==> config.mk <==
export PLATFORM = sky130hd
export DESIGN_NAME = dirty_rect_push_window_align
export DESIGN_NICKNAME = d
export VERILOG_FILES = /design/src/rtl/core/drpwa_pkg.sv /design/src/rtl/core/dirty_rect_push_window_align.sv
export SDC_FILE = /design/constraint.sdc
export NUM_CORES = 1
export LEC_CHECK = 0
export BUFFER_PORTS_ARGS = -buffer_cell sky130_fd_sc_hd__buf_4
export CAP_MARGIN = 40
export CORE_MARGIN = 1.5
export CORE_UTILIZATION = 55
export CTS_CLUSTER_SIZE = 16
export DETAILED_ROUTE_END_ITERATION = 10
export PLACE_DENSITY = 0.78
export SETUP_SLACK_MARGIN = 0.5
export SLEW_MARGIN = 20
export SYNTH_ARGS = -nofsm -noshare
export SYNTH_HDL_FRONTEND = slang
export SYNTH_SLANG_ARGS = --single-unit
==> constraint.sdc <==
create_clock -name aclk -period 16.2 [get_ports aclk]
set_input_delay 0 -clock aclk [delete_from_list [all_inputs] [get_ports aclk]]
set_output_delay 0 -clock aclk [all_outputs]
set_load 0.01 [all_outputs]
==> src/rtl/core/drpwa_pkg.sv <==
// Shared types and constants for the dirty rectangle to panel window aligner.
// Used by the top level and by its port checker; depends on nothing else.
`default_nettype none

package drpwa_pkg;

    // Default panel geometry in pixels.
    localparam int PANEL_WIDTH_DEF  = 368;
    localparam int PANEL_HEIGHT_DEF = 448;

    // Working width of the signed window arithmetic; wide enough for any
    // panel up to 2048 by 2048 and any 12-bit signed coordinates.
    localparam int CALC_W  = 16;
    localparam int COORD_W = 12;

    // Rectangle forms selected by op.
    localparam logic OP_PORTRAIT  = 1'b0;
    localparam logic OP_LANDSCAPE = 1'b1;

    typedef struct packed {
        logic                      op;
        logic signed [COORD_W-1:0] coord_a;
        logic signed [COORD_W-1:0] coord_b;
        logic signed [COORD_W-1:0] coord_c;
        logic signed [COORD_W-1:0] coord_d;
    } rect_in_t;

    typedef struct packed {
        logic        push_valid;
        logic [8:0]  win_x_start;
        logic [10:0] win_y_start;
        logic [8:0]  win_x_end;
        logic [11:0] win_y_end;
    } win_out_t;

endpackage

`default_nettype wire

==> src/rtl/core/dirty_rect_push_window_align.sv <==
// Throughput: one rectangle per cycle while the consumer keeps m_ready high; an
// input register feeds the window arithmetic, which loads a result register.
// Each stage holds its item while the stage after it is stalled; an empty input
// stage still takes a rectangle while the result register is stalled.
// Reset: aresetn, synchronous and active low, empties both stages.
// Holds the top level; depends on drpwa_pkg.
`default_nettype none

module dirty_rect_push_window_align #(
    parameter int PANEL_WIDTH  = drpwa_pkg::PANEL_WIDTH_DEF,
    parameter int PANEL_HEIGHT = drpwa_pkg::PANEL_HEIGHT_DEF
) (
    input  wire                   aclk,
    input  wire                   aresetn,
    input  wire                   s_valid,
    output logic                  s_ready,
    input  drpwa_pkg::rect_in_t   s_data,
    output logic                  m_valid,
    input  wire                   m_ready,
    output drpwa_pkg::win_out_t   m_data
);

    localparam int CW = drpwa_pkg::CALC_W;
    localparam int XW = drpwa_pkg::COORD_W;

    localparam logic signed [CW-1:0] PW_S    = CW'(PANEL_WIDTH);
    localparam logic signed [CW-1:0] PH_S    = CW'(PANEL_HEIGHT);
    localparam logic signed [CW-1:0] ZERO_S  = CW'(0);
    localparam logic signed [CW-1:0] ONE_S   = CW'(1);
    localparam logic signed [CW-1:0] TWO_S   = CW'(2);
    localparam logic signed [CW-1:0] SEVEN_S = CW'(7);
    localparam logic signed [CW-1:0] EIGHT_S = CW'(8);

    // Pipeline registers.
    logic                in_valid_reg, in_valid_next;
    drpwa_pkg::rect_in_t in_data_reg,  in_data_next;
    logic                out_valid_reg, out_valid_next;
    drpwa_pkg::win_out_t out_data_reg,  out_data_next;

    logic out_ready;

    // Window arithmetic.
    logic signed [CW-1:0] a_s, b_s, c_s, d_s;
    logic signed [CW-1:0] min_x, min_y, max_x, max_y;
    logic signed [CW-1:0] cmin_x, cmin_y, cmax_x, cmax_y;
    logic signed [CW-1:0] x0_a, w_raw, w_rnd, x1_a;
    logic signed [CW-1:0] x0_b, x0_c, w_c, x0_d, x1_d, x0_e, x1_e;
    logic signed [CW-1:0] x0_f, x1_f;
    logic signed [CW-1:0] y0, y1_a, y1_b, y1_c, y1_f;
    logic                 empty_rect, slide;

    assign out_ready = !out_valid_reg || m_ready;
    assign s_ready   = !in_valid_reg || out_ready;
    assign m_valid   = out_valid_reg;
    assign m_data    = out_data_reg;

    always_comb begin
        in_valid_next = in_valid_reg;
        in_data_next  = in_data_reg;
        if (s_ready) begin
            in_valid_next = s_valid;
            in_data_next  = s_data;
        end
        out_valid_next = out_valid_reg;
        if (out_ready) begin
            out_valid_next = in_valid_reg;
        end
    end

    always_comb begin
        a_s = {{(CW-XW){in_data_reg.coord_a[XW-1]}}, in_data_reg.coord_a};
        b_s = {{(CW-XW){in_data_reg.coord_b[XW-1]}}, in_data_reg.coord_b};
        c_s = {{(CW-XW){in_data_reg.coord_c[XW-1]}}, in_data_reg.coord_c};
        d_s = {{(CW-XW){in_data_reg.coord_d[XW-1]}}, in_data_reg.coord_d};

        // Landscape rectangles are rotated a quarter turn into panel space.
        if (in_data_reg.op == drpwa_pkg::OP_LANDSCAPE) begin
            min_x = PW_S - (b_s + d_s);
            max_x = PW_S - b_s - ONE_S;
            min_y = a_s;
            max_y = a_s + c_s - ONE_S;
        end else begin
            min_x = a_s;
            max_x = c_s;
            min_y = b_s;
            max_y = d_s;
        end
        empty_rect = (min_x > max_x) || (min_y > max_y);

        // Only the start is clamped at zero and only the end at the panel edge.
        cmin_x = (min_x < ZERO_S) ? ZERO_S : min_x;
        cmin_y = (min_y < ZERO_S) ? ZERO_S : min_y;
        cmax_x = (max_x > PW_S - ONE_S) ? PW_S - ONE_S : max_x;
        cmax_y = (max_y > PH_S - ONE_S) ? PH_S - ONE_S : max_y;

        // Columns: even start, length rounded up to a multiple of eight.
        x0_a  = {cmin_x[CW-1:1], 1'b0};
        w_raw = cmax_x + ONE_S - x0_a;
        w_rnd = (w_raw <= EIGHT_S) ? EIGHT_S : ((w_raw + SEVEN_S) & ~SEVEN_S);
        x1_a  = x0_a + w_rnd;
        slide = x1_a > PW_S;

        // A window past the right edge is moved left, keeping its width when it fits.
        x0_b = PW_S - w_rnd;
        x0_c = (x0_b < ZERO_S) ? ZERO_S : x0_b;
        w_c  = (x0_b < ZERO_S) ? PW_S : w_rnd;
        x0_d = {x0_c[CW-1:1], 1'b0};
        x1_d = x0_d + w_c;
        x0_e = (x1_d > PW_S) ? PW_S - w_c : x0_d;
        x1_e = (x1_d > PW_S) ? PW_S : x1_d;
        x0_f = slide ? x0_e : x0_a;
        x1_f = slide ? x1_e : x1_a;

        // Rows: even start, end rounded up to even, at least two rows.
        y0   = {cmin_y[CW-1:1], 1'b0};
        y1_a = cmax_y + ONE_S;
        y1_b = y1_a + {{(CW-1){1'b0}}, y1_a[0]};
        y1_c = (y1_b > PH_S) ? PH_S : y1_b;
        y1_f = (y1_c <= y0) ? y0 + TWO_S : y1_c;

        out_data_next = out_data_reg;
        if (out_ready) begin
            if (empty_rect) begin
                out_data_next = '0;
            end else begin
                out_data_next.push_valid  = 1'b1;
                out_data_next.win_x_start = x0_f[8:0];
                out_data_next.win_y_start = y0[10:0];
                out_data_next.win_x_end   = x1_f[8:0];
                out_data_next.win_y_end   = y1_f[11:0];
            end
        end
    end

    always_ff @(posedge aclk) begin
        if (!aresetn) begin
            in_valid_reg  <= 1'b0;
            out_valid_reg <= 1'b0;
        end else begin
            in_valid_reg  <= in_valid_next;
            out_valid_reg <= out_valid_next;
        end
        in_data_reg  <= in_data_next;
        out_data_reg <= out_data_next;
    end

endmodule

`default_nettype wire

After elaboration in Yosys (flattened, before gate mapping) --
Cells that the tools add are included.
Storage, ports and cells: register bits 93, input bits 53, logic and storage cells 68
Cells by class: add/subtract/negate cells 16, magnitude comparators 12, multiplexer cells 18, bitwise gates (word level) 2, reduce and logical (&&, ||, !) cells 6
Operators by type and width (number):
- 16-bit 2-to-1 mux | 12
- 16-bit by 10-bit greater-than comparator with 1-bit output, second input constant | 5
- 16-bit by 1-bit < comparator with 1-bit output, second input constant | 3
- 42-bit 2-to-1 mux | 1
- 9-bit 2-to-1 mux | 4
- 16-bit adder | 2
- 16-bit by 2-bit adder with 16-bit output, second input constant | 2
- 16-bit greater-than comparator | 2
- 13-bit by 2-bit subtractor with 14-bit output, second input constant | 2
- 12-bit by 12-bit adder with 13-bit output | 2
- 16-bit by 1-bit adder with 16-bit output | 1
- 16-bit by 4-bit adder with 16-bit output, second input constant | 1
- 16-bit less-or-equal comparator | 1
- 16-bit by 5-bit less-or-equal comparator with 1-bit output, second input constant | 1
- 10-bit by 16-bit subtractor with 16-bit output, first input constant | 1
- 16-bit subtractor | 1
- 10-bit by 13-bit subtractor with 14-bit output, first input constant | 1
- 10-bit by 12-bit subtractor with 13-bit output, first input constant | 1
- 12-bit by 3-bit adder with 12-bit output, second input constant | 1
- 12-bit 2-to-1 mux | 1
- 9-bit subtractor, first input constant | 1
- 1-bit logical OR | 3
- 3-bit OR reduction | 1
- 1-bit logical NOT | 2
- 1-bit NOT | 2

Depth between registers and ports, before layout --
Gate-level depths: netlist of run 1.
depth in word-level cells 17, mapped depth 48, depth with buffers taken out 45

Worst setup path after synthesis of run 1 --
OpenSTA, ideal clock, no wires.
path type flip-flop to flip-flop, from reg in_data_reg (netlist bit b_s[1]), to reg out_data_reg (netlist bit m_data[36]) (data pin), library setup time 0.146 ns, data arrival time 9.386 ns, path slack 6.668 ns, cell stages (with the launch flop) 46, path buffers 3, cell sequence edfxtp_1 > ha_1 > inv_1 > ha_1 > fa_1 > a21oi_1 > o21bai_1 > a21oi_1 > nand2b_1 > a211o_1 > a21o_1 > nor2_1 > nor2_1 > clkbuf_1 > nor2b_1 > ha_1 > inv_1 > ha_1 > [10 not listed] > nand3_1 > a21boi_0 > nor2_1 > nand3b_1 > ha_1 > clkbuf_1 > or2_2 > fa_1 > nor2b_1 > o21ai_0 > nand2b_1 > xor2_1 > or4b_1 > nand3_1 > a311oi_2 > a211oi_4 > mux2_1 > a21oi_1
Between the ends: elaborated cells on any way between the ends 30
RTL lines:
- start, declared | RTL line dirty_rect_push_window_align.sv:36 | drpwa_pkg::rect_in_t in_data_reg, in_data_next;
- start signal, assigned | RTL line dirty_rect_push_window_align.sv:143 | in_data_reg <= in_data_next;
- 12-bit by 12-bit adder with 13-bit output (*) | RTL line dirty_rect_push_window_align.sv:78 | min_x = PW_S - (b_s + d_s);
- 10-bit by 13-bit subtractor with 14-bit output (*) | RTL line dirty_rect_push_window_align.sv:78
- 16-bit 2-to-1 mux (*) | RTL line dirty_rect_push_window_align.sv:77 | if (in_data_reg.op == drpwa_pkg::OP_LANDSCAPE) begin
- 16-bit by 1-bit < comparator with 1-bit output | RTL line dirty_rect_push_window_align.sv:91 | cmin_x = (min_x < ZERO_S) ? ZERO_S : min_x;
- 16-bit 2-to-1 mux (*) | RTL line dirty_rect_push_window_align.sv:91
- net cmin_x[1] | RTL line dirty_rect_push_window_align.sv:45 | logic signed [CW-1:0] cmin_x, cmin_y, cmax_x, cmax_y;
- 16-bit subtractor | RTL line dirty_rect_push_window_align.sv:98 | w_raw = cmax_x + ONE_S - x0_a;
- 16-bit by 4-bit adder with 16-bit output / 16-bit by 5-bit less-or-equal comparator with 1-bit output (equally long branches) | RTL line dirty_rect_push_window_align.sv:99 | w_rnd = (w_raw <= EIGHT_S) ? EIGHT_S : ((w_raw + SEVEN_S) & ~SEVEN_S);
- 16-bit 2-to-1 mux | RTL line dirty_rect_push_window_align.sv:99
- 10-bit by 16-bit subtractor with 16-bit output | RTL line dirty_rect_push_window_align.sv:104 | x0_b = PW_S - w_rnd;
- 16-bit by 1-bit < comparator with 1-bit output | RTL line dirty_rect_push_window_align.sv:105, dirty_rect_push_window_align.sv:106
- 16-bit 2-to-1 mux, on equally long branches | RTL line dirty_rect_push_window_align.sv:106, dirty_rect_push_window_align.sv:105
- 16-bit adder | RTL line dirty_rect_push_window_align.sv:108 | x1_d = x0_d + w_c;
- 16-bit by 10-bit greater-than comparator with 1-bit output | RTL line dirty_rect_push_window_align.sv:109 | x0_e = (x1_d > PW_S) ? PW_S - w_c : x0_d;
- 9-bit 2-to-1 mux | RTL line dirty_rect_push_window_align.sv:109
- 9-bit 2-to-1 mux (*) | RTL line dirty_rect_push_window_align.sv:111 | x0_f = slide ? x0_e : x0_a;
- end signal, assigned | RTL line dirty_rect_push_window_align.sv:144 | out_data_reg <= out_data_next;
- end, declared | RTL line dirty_rect_push_window_align.sv:38 | drpwa_pkg::win_out_t out_data_reg, out_data_next;
Mark *: on every way through the listed nets, which the timed path passes. The rest lies on a longest branch. A chain may end at the register's enable or synchronous reset.

Final worst setup path of run 1 --
Same ends and word-level chain as after synthesis.

==> flow_summary.json, run 1 <==
{
  "reg2reg_slack_ns": 5.14,
  "status": "complete, no violations",
  "yosys.area_share.simple_pct": 19.7,
  "synth_top_area_share_pct": 24.3,
  "powerDensity_mw_per_mm2": 150,
  "worst_ep_arrival_time_ns": 11.27,
  "syn_avg_cell_area_um2": 8.41,
  "met2_wirelength_um": 12800,
  "clk_latency_ns": 0.36,
  "rr_worst_depth": 45,
  "io_pins": 97,
  "relSlewSlack_pct": 41.6,
  "synth_edf_count": 85,
  "path_clk_slew_ns": 0.07,
  "drive_gt1_share_pct": 11.8,
  "post-place-cells": 1549,
  "setup_tns_ns": 0,
  "reg2reg_from": "b_s[1]",
  "grt_pass1_vias": 9320,
  "power.switching_w": 0.000890,
  "grt_use_total_pct": 28.6,
  "dpl.hpwl_um": 22000,
  "seq_power_share_pct": 16.3,
  "hp-start": "m_ready",
  "grt_pass1_wl_um": 45600,
  "async_flop_share_pct": 0,
  "die_height_um": 141,
  "port_buffers": 92,
  "max-cap-violations": 0,
  "synth_compound_area_share_pct": 22.4,
  "cp-start-kind": "register",
  "clk_path_buf_depth": 2,
  "viasPerCell": 6.12,
  "p_int_w": 0.000943,
  "antenna_found_initial": 0,
  "area_growth_pct": 16.4,
  "required_ns": 16.41,
  "rsz0062_at_grt": "false",
  "antenna_cells": 0,
  "routabilityCongestion": 0.947,
  "die_width_um": 141,
  "synth-main-ff-cell": "edfxtp_1",
  "h-tree-depth": 3,
  "multi_input_area_mm2": 0.00726,
  "critPathMostFrequentCell": "ha_1",
  "synthCells": 1250,
  "hold_violations": 0,
  "min_path_type": "in -> reg",
  "fmax_ghz": 0.0904,
  "globalRoute.totalOverflow": 0,
  "switching_share_pct": 48.6,
  "route.detailed.drc": 0,
  "synth.largest_area_cell": "edfxtp_1",
  "pwr-share-clk_pct": 11.9,
  "synth_xor_area_share_pct": 5.75,
  "min_period_over_period_pct": 68.3,
  "clockRootBuffer": "clkbuf_16",
  "setup_viol": 0,
  "netlist_area_mm2": 0.0105,
  "worstSetupPathType": "reg -> reg",
  "nets": 1579,
  "whs_endpoint": "in_valid_reg",
  "tightest_slew_ns": 0.867,
  "num_rows": 50,
  "ys_ff_latch": 87,
  "crit_fanout": 21,
  "critPathSlowestCell": "nor2_1",
  "ff_latch_area_mm2": 0.00259,
  "r2r-end": "m_data[36]",
  "first_iter_violations": 852,
  "ir_worst_vdd_v": 0.0000951,
  "cp-end-kind": "register",
  "cts_buffers": 9,
  "max_stage_delay_ns": 0.58,
  "post-synth-top-count-cell": "ha_1",
  "route.met3.wl_um": 2240,
  "drtPass1Iterations": 5,
  "die_area_mm2": 0.0200,
  "instances_no_fill": 1620,
  "met1_length_um": 12600,
  "largest_reg_flops": 36,
  "synth_fa_ha_area_share_pct": 17.7,
  "synth_top_family_by_area": "compound AO/OA/AOI/OAI gates",
  "min_path_cells": 4,
  "core_area_mm2": 0.0187,
  "cts_tree": "done",
  "postRouteAntennaNets": 0,
  "ctsResizeCount": 0,
  "combPwrFrac_pct": 71.8,
  "fin_skew_ns": 0.00992,
  "netlist_top_cells_count": "140 x ha_1, 127 x inv_1, 124 x nor2_1",
  "clock-sinks": 87,
  "routed_wl_um": 28500,
  "synthMuxAreaShare_pct": 3.32,
  "grt_max_degree": 70,
  "routedWlPerCell_um": 17.6,
  "yosysSeqAreaShare_pct": 24.6,
  "fin_crit_ns": 11.06,
  "fillers": 1547,
  "dr.max_layer_used": "met4",
  "vias": 9914,
  "yosysUniqueCellTypes": 94,
  "ys.warnings.count": 0,
  "ys_top_cells_by_area": "edfxtp_1 24%, ha_1 17%, inv_1 4.5%",
  "start_util_pct": 56.2,
  "power.leakage_nw": 5.53,
  "slew_viol_final": 0
}
cell type report:
class                   instances  share of cell area, %
clock inverters                 7                  0.654
multi-input cells             996                   59.3
repair buffers                158                   10.7
flip-flops and latches         87                   21.2
clock buffers                   9                   1.84
well taps                     234                   2.39
inverters                     129                   3.96
placed cells by master (no fill, tap or decap), drive strengths merged, types with 6 or more instances in the layout:
cell	count
a21oi	80
nor2b	24
or3	9
ha	140
o21a	32
xnor2	41
mux2i	27
o31ai	6
a21boi	7
o211ai	7
a211o	7
a21o	17
edfxtp	85
buf	106
clkbuf	9
nand4	19
dlygate4sd3	52
nor3	28
xor2	28
mux2	7
and3	14
a211oi	19
o21ai	68
inv	131
and2	11
a31oi	9
nor2	125
nor4	7
a2111o	7
or2	8
o21bai	9
nand2	84
nand2b	24
nand3	33
nand3b	7
routing by layer:
| layer | up-vias | GRT usage, % |
|---|---|---|
| met2 | 445 | 47.6 |
| li1 | 4805 | - |
| met4 | 0 | 9.32 |
| met1 | 4587 | 37.9 |
| met5 | - | 0 |
| met3 | 77 | 4.86 |
power groups by stage:
stage | Clock, W | Combinational, W | Sequential, W
floorplan | 0 | 0.000981 | 0.000311
global placement | 0 | 0.00125 | 0.000303
detailed placement | 0 | 0.00128 | 0.000304
CTS | 0.000219 | 0.00129 | 0.000299
global route | 0.000228 | 0.00146 | 0.000302
finish | 0.000217 | 0.00132 | 0.000299
worst max-delay path: cells and delay by family, from the launching register on:
kind,cells,cell delay [ns]
xor gates and xnor gates,1,0.54
and+or+nand+nor,13,2.18
AOI/OAI and AO/OA,16,3.47
buffers and inverters,4,0.52
adders and majority gates,9,2.99
muxes,2,0.78
DFF,1,0.43
kinds of logic after synthesis:
group	after synthesis
compound gates	329
xor+xnor	69
fa+ha+maj	146
buf+inv	171
flops	87
mux	34
other cells	1
simple gates	413
worst max path at each step:
| stage | from | end | slack (ns) | depth (start not counted) |
|---|---|---|---|---|
| floorplan | b_s[1] | m_data[36] | 6.67 | 45 |
| global placement | b_s[1] | m_data[36] | 5.60 | 44 |
| detailed placement | b_s[1] | m_data[36] | 5.09 | 44 |
| CTS | b_s[1] | m_data[36] | 5.03 | 44 |
| global route | b_s[1] | m_data[36] | 4.12 | 45 |
| finish | b_s[1] | m_data[36] | 5.14 | 45 |
what timing repair did:
item / 4_1_cts / 5_1_grt
endpoints found under the hold margin: 51 / 0
buffers inserted: 0 / 0
hold buffers: 52 / 0
stage by stage:
step	util (%)	hold WS (ns)	cell area (um^2)	total power (W)	setup slack, ns
after floorplan	-	0.0989	10500	0.00129	6.67
after global placement	60.9	0.178	11400	0.00155	5.60
after detailed placement	60.9	0.179	11400	0.00158	5.09
after CTS	65.4	0.0171	12200	0.00181	5.03
after global routing	65.5	0.125	12200	0.00199	4.12
final	65.5	0.0490	12200	0.00183	5.14
(Power assumes the default switching activity.)
==> inputs of run 2 (changes only) <==
==> constraint.sdc (replaced) <==
create_clock -name aclk -period 11.2 [get_ports aclk]
set_input_delay 0 -clock aclk [delete_from_list [all_inputs] [get_ports aclk]]
set_output_delay 0 -clock aclk [all_outputs]
set_load 0.01 [all_outputs]
==> flow_summary.json, run 2 (synthesized netlist as in run 1, its figures left out) <==
{
  "routed_wl_um": 28700,
  "min_path_type": "in -> reg",
  "multi_input_area_mm2": 0.00730,
  "r2r-end": "m_data[36]",
  "worst_ep_arrival_time_ns": 10.14,
  "setup_viol": 0,
  "hp-start": "m_ready",
  "clockRootBuffer": "clkbuf_16",
  "ir_worst_vdd_v": 0.000124,
  "rsz0062_at_grt": "false",
  "combPwrFrac_pct": 72.3,
  "layout_common_cells": "139 x ha_1, 127 x inv_1, 123 x nor2_1, 107 x buf_4, 85 x edfxtp_1",
  "min_period_over_period_pct": 88.7,
  "whs_ns": 0.0114,
  "routedWlPerCell_um": 17.7,
  "fin_crit_ns": 9.93,
  "grt_pass1_wl_um": 45500,
  "p_int_w": 0.00139,
  "start_util_pct": 56.2,
  "vias": 9830,
  "cts_buffers": 9,
  "first_iter_violations": 812,
  "h-tree-depth": 3,
  "postRouteAntennaNets": 0,
  "num_rows": 50,
  "clk_path_buf_depth": 2,
  "power.switching_w": 0.00130,
  "fmax_ghz": 0.101,
  "max_stage_delay_ns": 0.49,
  "tightest_slew_ns": 0.861,
  "setup_tns_ns": 0,
  "ff_latch_area_mm2": 0.00259,
  "slew_viol_final": 0,
  "seq_power_share_pct": 16.1,
  "clk_latency_ns": 0.36,
  "nets": 1579,
  "grt_use_total_pct": 28.6,
  "viasPerCell": 6.07,
  "critPathSlowestCell": "or3_1",
  "die_width_um": 141,
  "cp-start-kind": "register",
  "fillers": 1555,
  "power.leakage_nw": 5.54,
  "hold_violations": 0,
  "crit_fanout": 21,
  "die_height_um": 141,
  "grt_max_degree": 51,
  "drive_gt1_share_pct": 12.3,
  "switching_share_pct": 48.5,
  "dpl.hpwl_um": 22300,
  "globalRoute.totalOverflow": 0,
  "relSlewSlack_pct": 42.0,
  "routabilityCongestion": 0.954,
  "required_ns": 11.40,
  "reg2reg_slack_ns": 1.27,
  "clock-sinks": 87,
  "grt_pass1_vias": 9223,
  "largest_reg_flops": 36,
  "whs_endpoint": "m_valid",
  "powerDensity_mw_per_mm2": 219,
  "cts_tree": "done",
  "antenna_cells": 0,
  "max-cap-violations": 0,
  "status": "complete, no violations",
  "area_growth_pct": 16.8,
  "port_buffers": 92,
  "die_area_mm2": 0.0200,
  "worstSetupPathType": "reg -> reg",
  "antenna_found_initial": 0,
  "layout_commonest_cell": "ha_1",
  "path_clk_slew_ns": 0.07,
  "rr_worst_depth": 45,
  "core_area_mm2": 0.0187,
  "cp-end-kind": "register",
  "pwr-share-clk_pct": 11.6,
  "min_path_cells": 3,
  "fin_skew_ns": 0.0122,
  "route.detailed.drc": 0,
  "reg2reg_from": "b_s[1]",
  "io_pins": 97,
  "drtPass1Iterations": 5
}
## run 2: cell type report
cell class              count  area share [%]
repair buffers            158            10.7
inverters                 129            3.94
clock inverters             7           0.652
clock buffers               9            1.83
multi-input cells         996            59.4
well taps                 234            2.38
flip-flops and latches     87            21.1
## run 2: per-layer routing
metal  GRT usage, %  share of wire (%)  up-vias
met3           4.56                7.0       61
li1               -                  -     4830
met4           8.11                2.4        0
met2           47.7                 46      381
met1           38.3                 45     4558
met5              0                  0        -
## run 2: what timing repair did
action,in CTS,in global routing
hold buffers,51,0
cloned,0,0
pin swaps,0,2
gates resized for setup,1,7
buffers inserted,0,3
endpoints found under the setup margin,2,8
hold endpoints to repair,51,0
## run 2: stage by stage
stage | instances | setup WS (ns) | utilization, % | power (W) | area [um^2]
finish | 1620 | 1.27 | 65.7 | 0.00269 | 12300
global route | 1620 | 0.556 | 65.7 | 0.00290 | 12300
CTS | 1617 | 0.607 | 65.4 | 0.00263 | 12200
detailed placement | 1550 | 0.446 | 61.0 | 0.00229 | 11400
global placement | 1550 | 0.827 | 61.0 | 0.00226 | 11400
floorplan | 1254 | 1.67 | - | 0.00187 | 10500
## run 2: worst max-delay path by stage
stage / to / slack [ns] / start / cells past startpoint
2_1_floorplan: m_data[36] / 1.67 / b_s[1] / 45
3_3_place_gp: m_data[36] / 0.83 / b_s[1] / 45
3_5_place_dp: m_data[36] / 0.45 / b_s[1] / 45
4_1_cts: m_data[36] / 0.61 / b_s[1] / 45
5_1_grt: m_data[36] / 0.56 / b_s[1] / 46
6_report: m_data[36] / 1.27 / b_s[1] / 45
## run 2: power by group through the flow
stage	Sequential (W)	Combinational [W]	Clock [W]
after floorplan	0.000450	0.00142	0
after global placement	0.000440	0.00182	0
after detailed placement	0.000441	0.00185	0
after CTS	0.000434	0.00188	0.000315
after global routing	0.000437	0.00214	0.000326
final	0.000434	0.00194	0.000313
## run 2: critical path: cells and delay by family, from the launching register on
kind / cells / cell delay, ns
AOI/OAI and AO/OA: 18 / 3.20
adders and majority gates: 8 / 2.62
DFF: 1 / 0.43
xor gates and xnor gates: 1 / 0.14
and+or+nand+nor: 11 / 1.91
muxes: 3 / 0.84
buffers and inverters: 4 / 0.62
